[src/design/aeps_pkg.sv]
// Package: shared types, constants and status codes for the active/expired scheduler.
package aeps_pkg;

    localparam int CAPACITY_DEF = 64;
    localparam int LEVELS_DEF   = 10;
    localparam int MAX_EXEC_DEF = 1023;

    localparam int QW = 10;
    localparam int IDW = 16;
    localparam int TW = 32;
    localparam int LW = 4;

    typedef enum logic [2:0] {
        ST_INSERTED = 3'd0,
        ST_FULL     = 3'd1,
        ST_RUN      = 3'd2,
        ST_FINISHED = 3'd3,
        ST_IDLE     = 3'd4
    } status_t;

    typedef enum logic [3:0] {
        S_IDLE,
        S_ISCAN,
        S_IWRITE,
        S_DSCAN,
        S_DSCAN2,
        S_DREAD,
        S_DWAIT,
        S_DEXEC,
        S_OUT
    } state_t;

    // controller to datapath
    typedef struct packed {
        logic scan_start;   // clear scan registers, index to 0
        logic scan_step;    // inspect one slot, advance index
        logic scan_inv;     // scan the other set
        logic ins_write;    // write inserted task
        logic ins_full;     // report full
        logic rd;           // read best slot
        logic exec;         // serve the best slot
        logic idle;         // report idle
    } ctrl_t;

    // datapath to controller
    typedef struct packed {
        logic scan_done;
        logic found;
    } stat_t;

endpackage

[src/design/aeps_ctrl.sv]
// Controller state machine of the scheduler.
module aeps_ctrl
(
    input  logic              clk,
    input  logic              rst_n,
    input  logic              in_fire,
    input  logic              in_mode,
    input  logic              out_busy,
    input  aeps_pkg::stat_t   st,
    output aeps_pkg::ctrl_t   ctl,
    output logic              in_ready,
    output logic              load_out
);

    aeps_pkg::state_t state_reg, state_next;

    always_ff @(posedge clk or negedge rst_n)
    begin
        if (!rst_n)
            state_reg <= aeps_pkg::S_IDLE;
        else
            state_reg <= state_next;
    end

    always_comb
    begin
        state_next = state_reg;
        ctl        = '0;
        in_ready   = 1'b0;
        load_out   = 1'b0;
        unique case (state_reg)
            aeps_pkg::S_IDLE:
            begin
                in_ready = 1'b1;
                if (in_fire)
                begin
                    ctl.scan_start = 1'b1;
                    state_next = in_mode ? aeps_pkg::S_DSCAN : aeps_pkg::S_ISCAN;
                end
            end
            aeps_pkg::S_ISCAN:
            begin
                ctl.scan_step = 1'b1;
                if (st.scan_done)
                    state_next = aeps_pkg::S_IWRITE;
            end
            aeps_pkg::S_IWRITE:
            begin
                if (!out_busy)
                begin
                    if (st.found) ctl.ins_write = 1'b1;
                    else          ctl.ins_full  = 1'b1;
                    load_out   = 1'b1;
                    state_next = aeps_pkg::S_IDLE;
                end
            end
            aeps_pkg::S_DSCAN:
            begin
                ctl.scan_step = 1'b1;
                if (st.scan_done)
                begin
                    if (st.found)
                        state_next = aeps_pkg::S_DREAD;
                    else
                    begin
                        ctl.scan_start = 1'b1;
                        state_next = aeps_pkg::S_DSCAN2;
                    end
                end
            end
            aeps_pkg::S_DSCAN2:
            begin
                ctl.scan_step = 1'b1;
                ctl.scan_inv  = 1'b1;
                if (st.scan_done)
                    state_next = st.found ? aeps_pkg::S_DREAD : aeps_pkg::S_OUT;
            end
            aeps_pkg::S_OUT:
            begin
                if (!out_busy)
                begin
                    ctl.idle   = 1'b1;
                    load_out   = 1'b1;
                    state_next = aeps_pkg::S_IDLE;
                end
            end
            aeps_pkg::S_DREAD:
            begin
                ctl.rd = 1'b1;
                state_next = aeps_pkg::S_DWAIT;
            end
            aeps_pkg::S_DWAIT:
            begin
                state_next = aeps_pkg::S_DEXEC;
            end
            aeps_pkg::S_DEXEC:
            begin
                if (!out_busy)
                begin
                    ctl.exec   = 1'b1;
                    load_out   = 1'b1;
                    state_next = aeps_pkg::S_IDLE;
                end
            end
            default: state_next = aeps_pkg::S_IDLE;
        endcase
    end

endmodule

[config.mk]
export PLATFORM = sky130hd
export DESIGN_NAME = aeps_ctrl
export DESIGN_NICKNAME = d
export VERILOG_FILES = /design/src/design/aeps_pkg.sv /design/src/design/aeps_ctrl.sv
export SDC_FILE = /design/constraint.sdc
export NUM_CORES = 1
export LEC_CHECK = 0
export ABC_AREA = 0
export BUFFER_PORTS_ARGS = -buffer_cell sky130_fd_sc_hd__buf_4
export CAP_MARGIN = 20
export CORE_AREA = 10 10 47 49
export CTS_CLUSTER_DIAMETER = 50
export CTS_CLUSTER_SIZE = 28
export DETAILED_ROUTE_END_ITERATION = 10
export DIE_AREA = 0 0 57 59
export GPL_TIMING_DRIVEN = 0
export REMOVE_ABC_BUFFERS = 1
export SETUP_SLACK_MARGIN = 0.4
export SYNTH_ARGS = -nofsm -noshare
export SYNTH_HDL_FRONTEND = slang
export SYNTH_SLANG_ARGS = --single-unit
[constraint.sdc]
create_clock -name clk -period 1.9 [get_ports clk]
set_input_delay 0.475 -clock clk [delete_from_list [all_inputs] [get_ports clk]]
set_output_delay 0.475 -clock clk [all_outputs]
set_load 0.05 [all_outputs]
* Yosys cells after proc, flatten, opt, wreduce, memory -nomap -nowiden
Index checks and enable logic that the tools add are counted.
** Storage, ports and cells
- Register bits :: 4
- Input bits :: 7
- Word-level logic and storage cells :: 42
** Operators by class
- Equal/unequal tests :: 13
- Mux-type cells :: 24
- Reductions and logical operators :: 4
** Operators with widths (count)
- $pmux 4 s7 :: 1
- $mux 4 :: 6
- $eq 4x3->1 const B :: 4
- $mux 1 :: 13
- $ne 2x2->1 const B :: 5
- $eq 4x2->1 const B :: 2
- $mux 2 :: 3
- $reduce_or 3->1 :: 2
- $reduce_and 5->1 :: 1
- $eq 4x1->1 const B :: 1
- $eq 4x4->1 const B :: 1
- $logic_not 4->1 :: 1
- $pmux 1 s2 :: 1

* Logic depth before layout (Yosys ltp)
Gate-level depths: netlist of run 1.
- Depth after elaboration :: 4
- Depth in mapped cells :: 6

* Worst setup path after synthesis of run 1
Ideal clock, no wire load.
- Path kind :: register to output
- From :: register state_reg[0]
- To :: output port in_ready
- Data arrival time :: 1.871 ns
- Required time :: 1.425 ns
- Path slack :: -0.446 ns
- Cell stages (with the launch flop) :: 5
- Path buffers :: 2
- Path through :: dfrtp_1 buf_6 or2_1 buf_6 nor3_1
** Between the ends
- Cells in the longest elaborated chain, start to end :: 2
** Ends and longest elaborated chain
- start: declaration :: RTL line aeps_ctrl.sv:15 : aeps_pkg::state_t state_reg, state_next;
- start signal: assignment :: RTL line aeps_ctrl.sv:20 : state_reg <= aeps_pkg::S_IDLE;
- start signal: assignment :: RTL line aeps_ctrl.sv:22 : state_reg <= state_next;
- $logic_not 4->1 :: RTL line aeps_ctrl.sv:31 : unique case (state_reg)
- $mux 1 :: RTL line aeps_ctrl.sv:31
- end: declaration :: RTL line aeps_ctrl.sv:11 : output logic in_ready,
No other way between the ends.

==> results.json, run 1 <==
{
  "outcome": "complete, but fails checks",
  "violations": "setup timing",
  "routedWlPerCell_um": 14.4,
  "hold_violations": 0,
  "async_reset_ff_frac": 1.00,
  "drtIter0Drc": 8,
  "tightestPinTransition_ns": 0.259,
  "gp_congestion": 0.768,
  "io_pins": 17,
  "wirelength_um": 1420,
  "postRouteAntennaNets": 0,
  "cts.sinks": 4,
  "areaGrowthSynthToFinish_pct": 58.1,
  "max_cap_viol_count": 0,
  "grt_pass1_wl_um": 2380,
  "synth_top_family_by_area": "simple AND/OR/NAND/NOR gates",
  "setup_viol": 5,
  "met1_length_um": 635,
  "p_leak_nw": 0.320,
  "crit_path_max_fanout": 3,
  "drive_gt1_frac": 0.585,
  "drc": 0,
  "clock.fmax_ghz": 0.513,
  "synth.avg_cell_area_um2": 7.88,
  "place_hpwl_um": 891,
  "antenna_found_initial": 0,
  "overflow": 0,
  "clock_path_buffers": 2,
  "layout_min_cycle_time_ns": 1.95,
  "period_share": 1.03,
  "grt_usage": 0.0853,
  "fin_nets": 91,
  "ys.flop_type": "dfrtp_1",
  "cts_buffers": 3,
  "clk_latency_ns": 0.24,
  "highest_layer": "met3",
  "ys_types": 29,
  "grt_pass1_vias": 526,
  "final_cell_mix": "buf_4, buf_6",
  "clk_pin_slew_worst_paths_ns": 0.04,
  "synthCells": 61,
  "rows": 14,
  "rsz0062_at_grt": "yes",
  "powerDensity_mw_per_mm2": 1890,
  "utilization": 0.542,
  "syn_area_um2": 480,
  "place_inst": 86,
  "vias": 507,
  "dr.pass1.iters": 4,
  "ir_worst_vdd_uv": 1000,
  "placed_cell_area_um2": 551,
  "yosys.area_share.simple": 0.385,
  "core_mm2": 0.00140,
  "synth_edf_count": 0,
  "synth_warnings": 0,
  "cp-start-kind": "flop",
  "power_mw": 1.44,
  "slew_headroom": 0.828,
  "required_ns": 1.42,
  "fin_area_um2": 759,
  "grt_max_degree": 13,
  "endpoint_kind": "output pin",
  "fin_ws_ns": -0.0500,
  "synthAdderAreaFrac": 0,
  "htreeDepth": 1,
  "cts_tree": "built",
  "synth_mux_area_frac": 0.0208,
  "start_util": 0.343,
  "yosysSeqAreaShare": 0.208,
  "via_per_inst": 5.17,
  "largest_reg_flops": 4,
  "cpPeakStageDelay_ns": 0.41,
  "wl_met3_um": 129,
  "crit_slowest_cell": "dfrtp_2",
  "io_buffers": 16,
  "met2_length_um": 650,
  "crit_type": "flop to output pin",
  "synth-compound-area-share": 0.214,
  "final_common_cell": "buf_4",
  "synth-seq-cells": 4,
  "die_h_um": 59,
  "crit_chain": "or2_4, nor3b_4, nor2b_4, buf_6",
  "crit_arrival_ns": 1.48,
  "instances_no_fill": 98,
  "skew_ns": 0.00686,
  "fp.dieArea_mm2": 0.00336,
  "cts_root_buf": "clkbuf_4",
  "min-delay-path-class": "input port to asynchronous set/reset pin",
  "antenna_cells": 0,
  "slew_violations": 0,
  "ctsHoldBuffers": 0,
  "synth_xor_area_frac": 0.0182,
  "dieWidth_um": 57,
  "place_ws_ns": -0.0724
}
-- power breakdown --
| part | internal [mW] | switching (mW) | total, mW | leakage (nW) |
|---|---|---|---|---|
| clock | 0.0706 | 0.0345 | 0.105 | 0.0138 |
| sequential | 0.127 | 0.0680 | 0.195 | 0.0464 |
| combinational | 0.486 | 0.651 | 1.14 | 0.260 |
| total | 0.684 | 0.754 | 1.44 | 0.320 |
-- cells in the mapped netlist, types with 3 or more instances --
library cell  n  area, µm²
nand2_1       5       18.8
nand2b_1      3       18.8
o21ai_0       3       15.0
buf_6         4       45.0
nor2b_1       3       18.8
nor3_1        4       20.0
dfrtp_1       4        100
a21oi_1       6       30.0
nor2_1        7       26.3
nand3_1       3       15.0
-- per-stage QoR --
stage	TNS [ns]	hold WS, ns
2_1_floorplan	-2.81	0.179
3_3_place_gp	-0.162	0.272
3_5_place_dp	-0.142	0.274
4_1_cts	-0.162	0.0186
5_1_grt	-0.639	0.0211
6_report	-0.127	0.0253
-- area by class of cell --
class	count	area, µm²
tap	16	20.0
sequential	4	105
inverter	1	3.75
fill	154	642
multi-input combinational	49	374
clock buffer	3	22.5
timing repair buffer	25	234
-- metal layers --
metal	vias to the layer above	GRT usage
met5	-	0
met4	0	0.0101
met3	0	0.0515
met2	16	0.135
met1	234	0.0992
li1	257	-
-- critical path: cells and delay by family, from the launching register on --
kind	cells	cell delay, ns
buffers and inverters	1	0.16
AND/OR/NAND/NOR	3	0.67
flip-flops	1	0.41
-- kinds of logic (layout without fill, tap and decap cells) --
logic type,Yosys count,count (layout)
AND/OR/NAND/NOR,32,32
XOR/XNOR,1,1
multiplexers,1,1
flip-flops,4,4
buffers and inverters,8,29
AO/OA/AOI/OAI,15,15
-- final timing paths --
| path | end | slack, ns | cells after the start | start |
|---|---|---|---|---|
| min reg2reg | state_reg[0] | 0.60 | 1 | state_reg[3] |
| max reg2reg | state_reg[2] | 0.38 | 6 | state_reg[0] |
| min in group clk | state_reg[3] | 0.50 | 2 | st[0] |
| max | ctl[0] | -0.05 | 4 | state_reg[0] |
| max in group asynchronous | state_reg[3] | 1.76 | 1 | rst_n |
| min | state_reg[0] | 0.03 | 1 | rst_n |
-- repair_timing --
item / 4_1_cts / 5_1_grt
endpoints found under the setup margin: 12 / 14
gates resized for setup: 22 / 8
buffers inserted: 9 / 0
pin swaps: 7 / 6
Power figures use the tool's default switching activity.
==> run 2, diff against run 1 <==
==> constraint.sdc (replaced) <==
create_clock -name clk -period 2.4 [get_ports clk]
set_input_delay 0.6 -clock clk [delete_from_list [all_inputs] [get_ports clk]]
set_output_delay 0.6 -clock clk [all_outputs]
set_load 0.05 [all_outputs]
==> run 2 against run 1 <==
Compared with the run above:
- the flow now finishes without violations
- cell count up 1.0%
- routed wire length down 1.4%
- setup slack better by 0.38 ns
- die area unchanged
- first-iteration DRC count up 25%
- critical path depth unchanged
- design area down 2.5%
- critical endpoint unchanged
- highest routed layer is now met4
==> results.json, run 2 (synthesis gave the netlist of run 1 again) <==
{
  "grt_max_degree": 13,
  "slew_violations": 0,
  "core_mm2": 0.00140,
  "cts_root_buf": "clkbuf_4",
  "setup_viol": 0,
  "tightestPinTransition_ns": 0.265,
  "grt_pass1_wl_um": 2210,
  "io_pins": 17,
  "drive_gt1_frac": 0.554,
  "fin_nets": 92,
  "p_leak_nw": 0.320,
  "endpoint_kind": "output pin",
  "clock.fmax_ghz": 0.482,
  "place_inst": 86,
  "gp_congestion": 0.768,
  "slew_headroom": 0.823,
  "overflow": 0,
  "antenna_cells": 0,
  "wirelength_um": 1400,
  "rsz0062_at_grt": "yes",
  "powerDensity_mw_per_mm2": 1480,
  "outcome": "complete, no violations",
  "cp-start-kind": "flop",
  "via_per_inst": 5.13,
  "utilization": 0.529,
  "grt_usage": 0.0797,
  "max_cap_viol_count": 0,
  "rows": 14,
  "postRouteAntennaNets": 0,
  "fp.dieArea_mm2": 0.00336,
  "hold_violations": 0,
  "start_util": 0.343,
  "min-delay-path-class": "input port to asynchronous set/reset pin",
  "ir_worst_vdd_uv": 790,
  "cts_tree": "built",
  "die_h_um": 59,
  "final_common_cell": "buf_4",
  "htreeDepth": 1,
  "power_mw": 1.10,
  "drtIter0Drc": 10,
  "crit_type": "flop to output pin",
  "instances_no_fill": 99,
  "dr.pass1.iters": 4,
  "skew_ns": 0.00713,
  "grt_pass1_vias": 495,
  "drc": 0,
  "cts.sinks": 4,
  "clk_pin_slew_worst_paths_ns": 0.04,
  "final_cell_mix": "buf_4, buf_6, nand2_1",
  "fin_area_um2": 741,
  "required_ns": 1.80,
  "largest_reg_flops": 4,
  "place_hpwl_um": 891,
  "clock_path_buffers": 2,
  "antenna_found_initial": 0,
  "rr_worst_depth": 5,
  "placed_cell_area_um2": 551,
  "cts_buffers": 3,
  "dieWidth_um": 57,
  "routedWlPerCell_um": 14.1,
  "clk_latency_ns": 0.24,
  "whs_ns": 0.150,
  "io_buffers": 16,
  "period_share": 0.864,
  "crit_path_max_fanout": 3,
  "vias": 508,
  "areaGrowthSynthToFinish_pct": 54.2,
  "crit_arrival_ns": 1.47,
  "layout_min_cycle_time_ns": 2.07
}
run 2: changes by cell type in the layout (fill, tap and decap cells not counted), sizes merged:
cell / delta
buf: +1
run 2: final cells by class:
| cell class | instances | area, µm² |
|---|---|---|
| clock buffer | 3 | 22.5 |
| sequential | 4 | 105 |
| timing repair buffer | 26 | 238 |
| multi-input combinational | 49 | 352 |
| tap | 16 | 20.0 |
| inverter | 1 | 3.75 |
| fill | 154 | 661 |
run 2: where the power goes:
group          switching [mW]  internal, mW
Combinational           0.490         0.372
Clock                  0.0272        0.0559
Sequential             0.0539         0.100
Total                   0.571         0.528
run 2: what timing repair did:
action / 4_1_cts / 5_1_grt
gates resized for setup: 13 / 10
pin swaps: 4 / 6
hold buffers: 0 / 0
endpoints found under the setup margin: 10 / 10
hold endpoints to repair: 0 / 0
setup buffers: 8 / 2
run 2: stage by stage:
stage / TNS [ns] / setup WS, ns
floorplan: -0.468 / -0.197
global placement: 0 / 0.288
detailed placement: 0 / 0.303
CTS: 0 / 0.314
global route: 0 / 0.213
finish: 0 / 0.327
run 2: layer usage:
layer,routed length (µm),GRT usage
met1,622,0.0968
met2,629,0.121
met3,123,0.0472
met4,19,0.0101
met5,0,0
run 2: critical path, cell delays in order (launching register included):
cell	delay, ns
dfrtp_2	0.41
or2_4	0.25
nor3b_4	0.24
nor2b_4	0.18
buf_6	0.16
run 2: worst paths after layout:
check                              from           end  slack (ns)
min reg2reg                state_reg[3]  state_reg[0]        0.58
min in group clk           state_reg[3]  state_reg[0]        0.58
min                               rst_n  state_reg[0]        0.15
max in group asynchronous         rst_n  state_reg[3]        2.13
max reg2reg                state_reg[2]  state_reg[2]        0.88
max                        state_reg[0]        ctl[0]        0.33
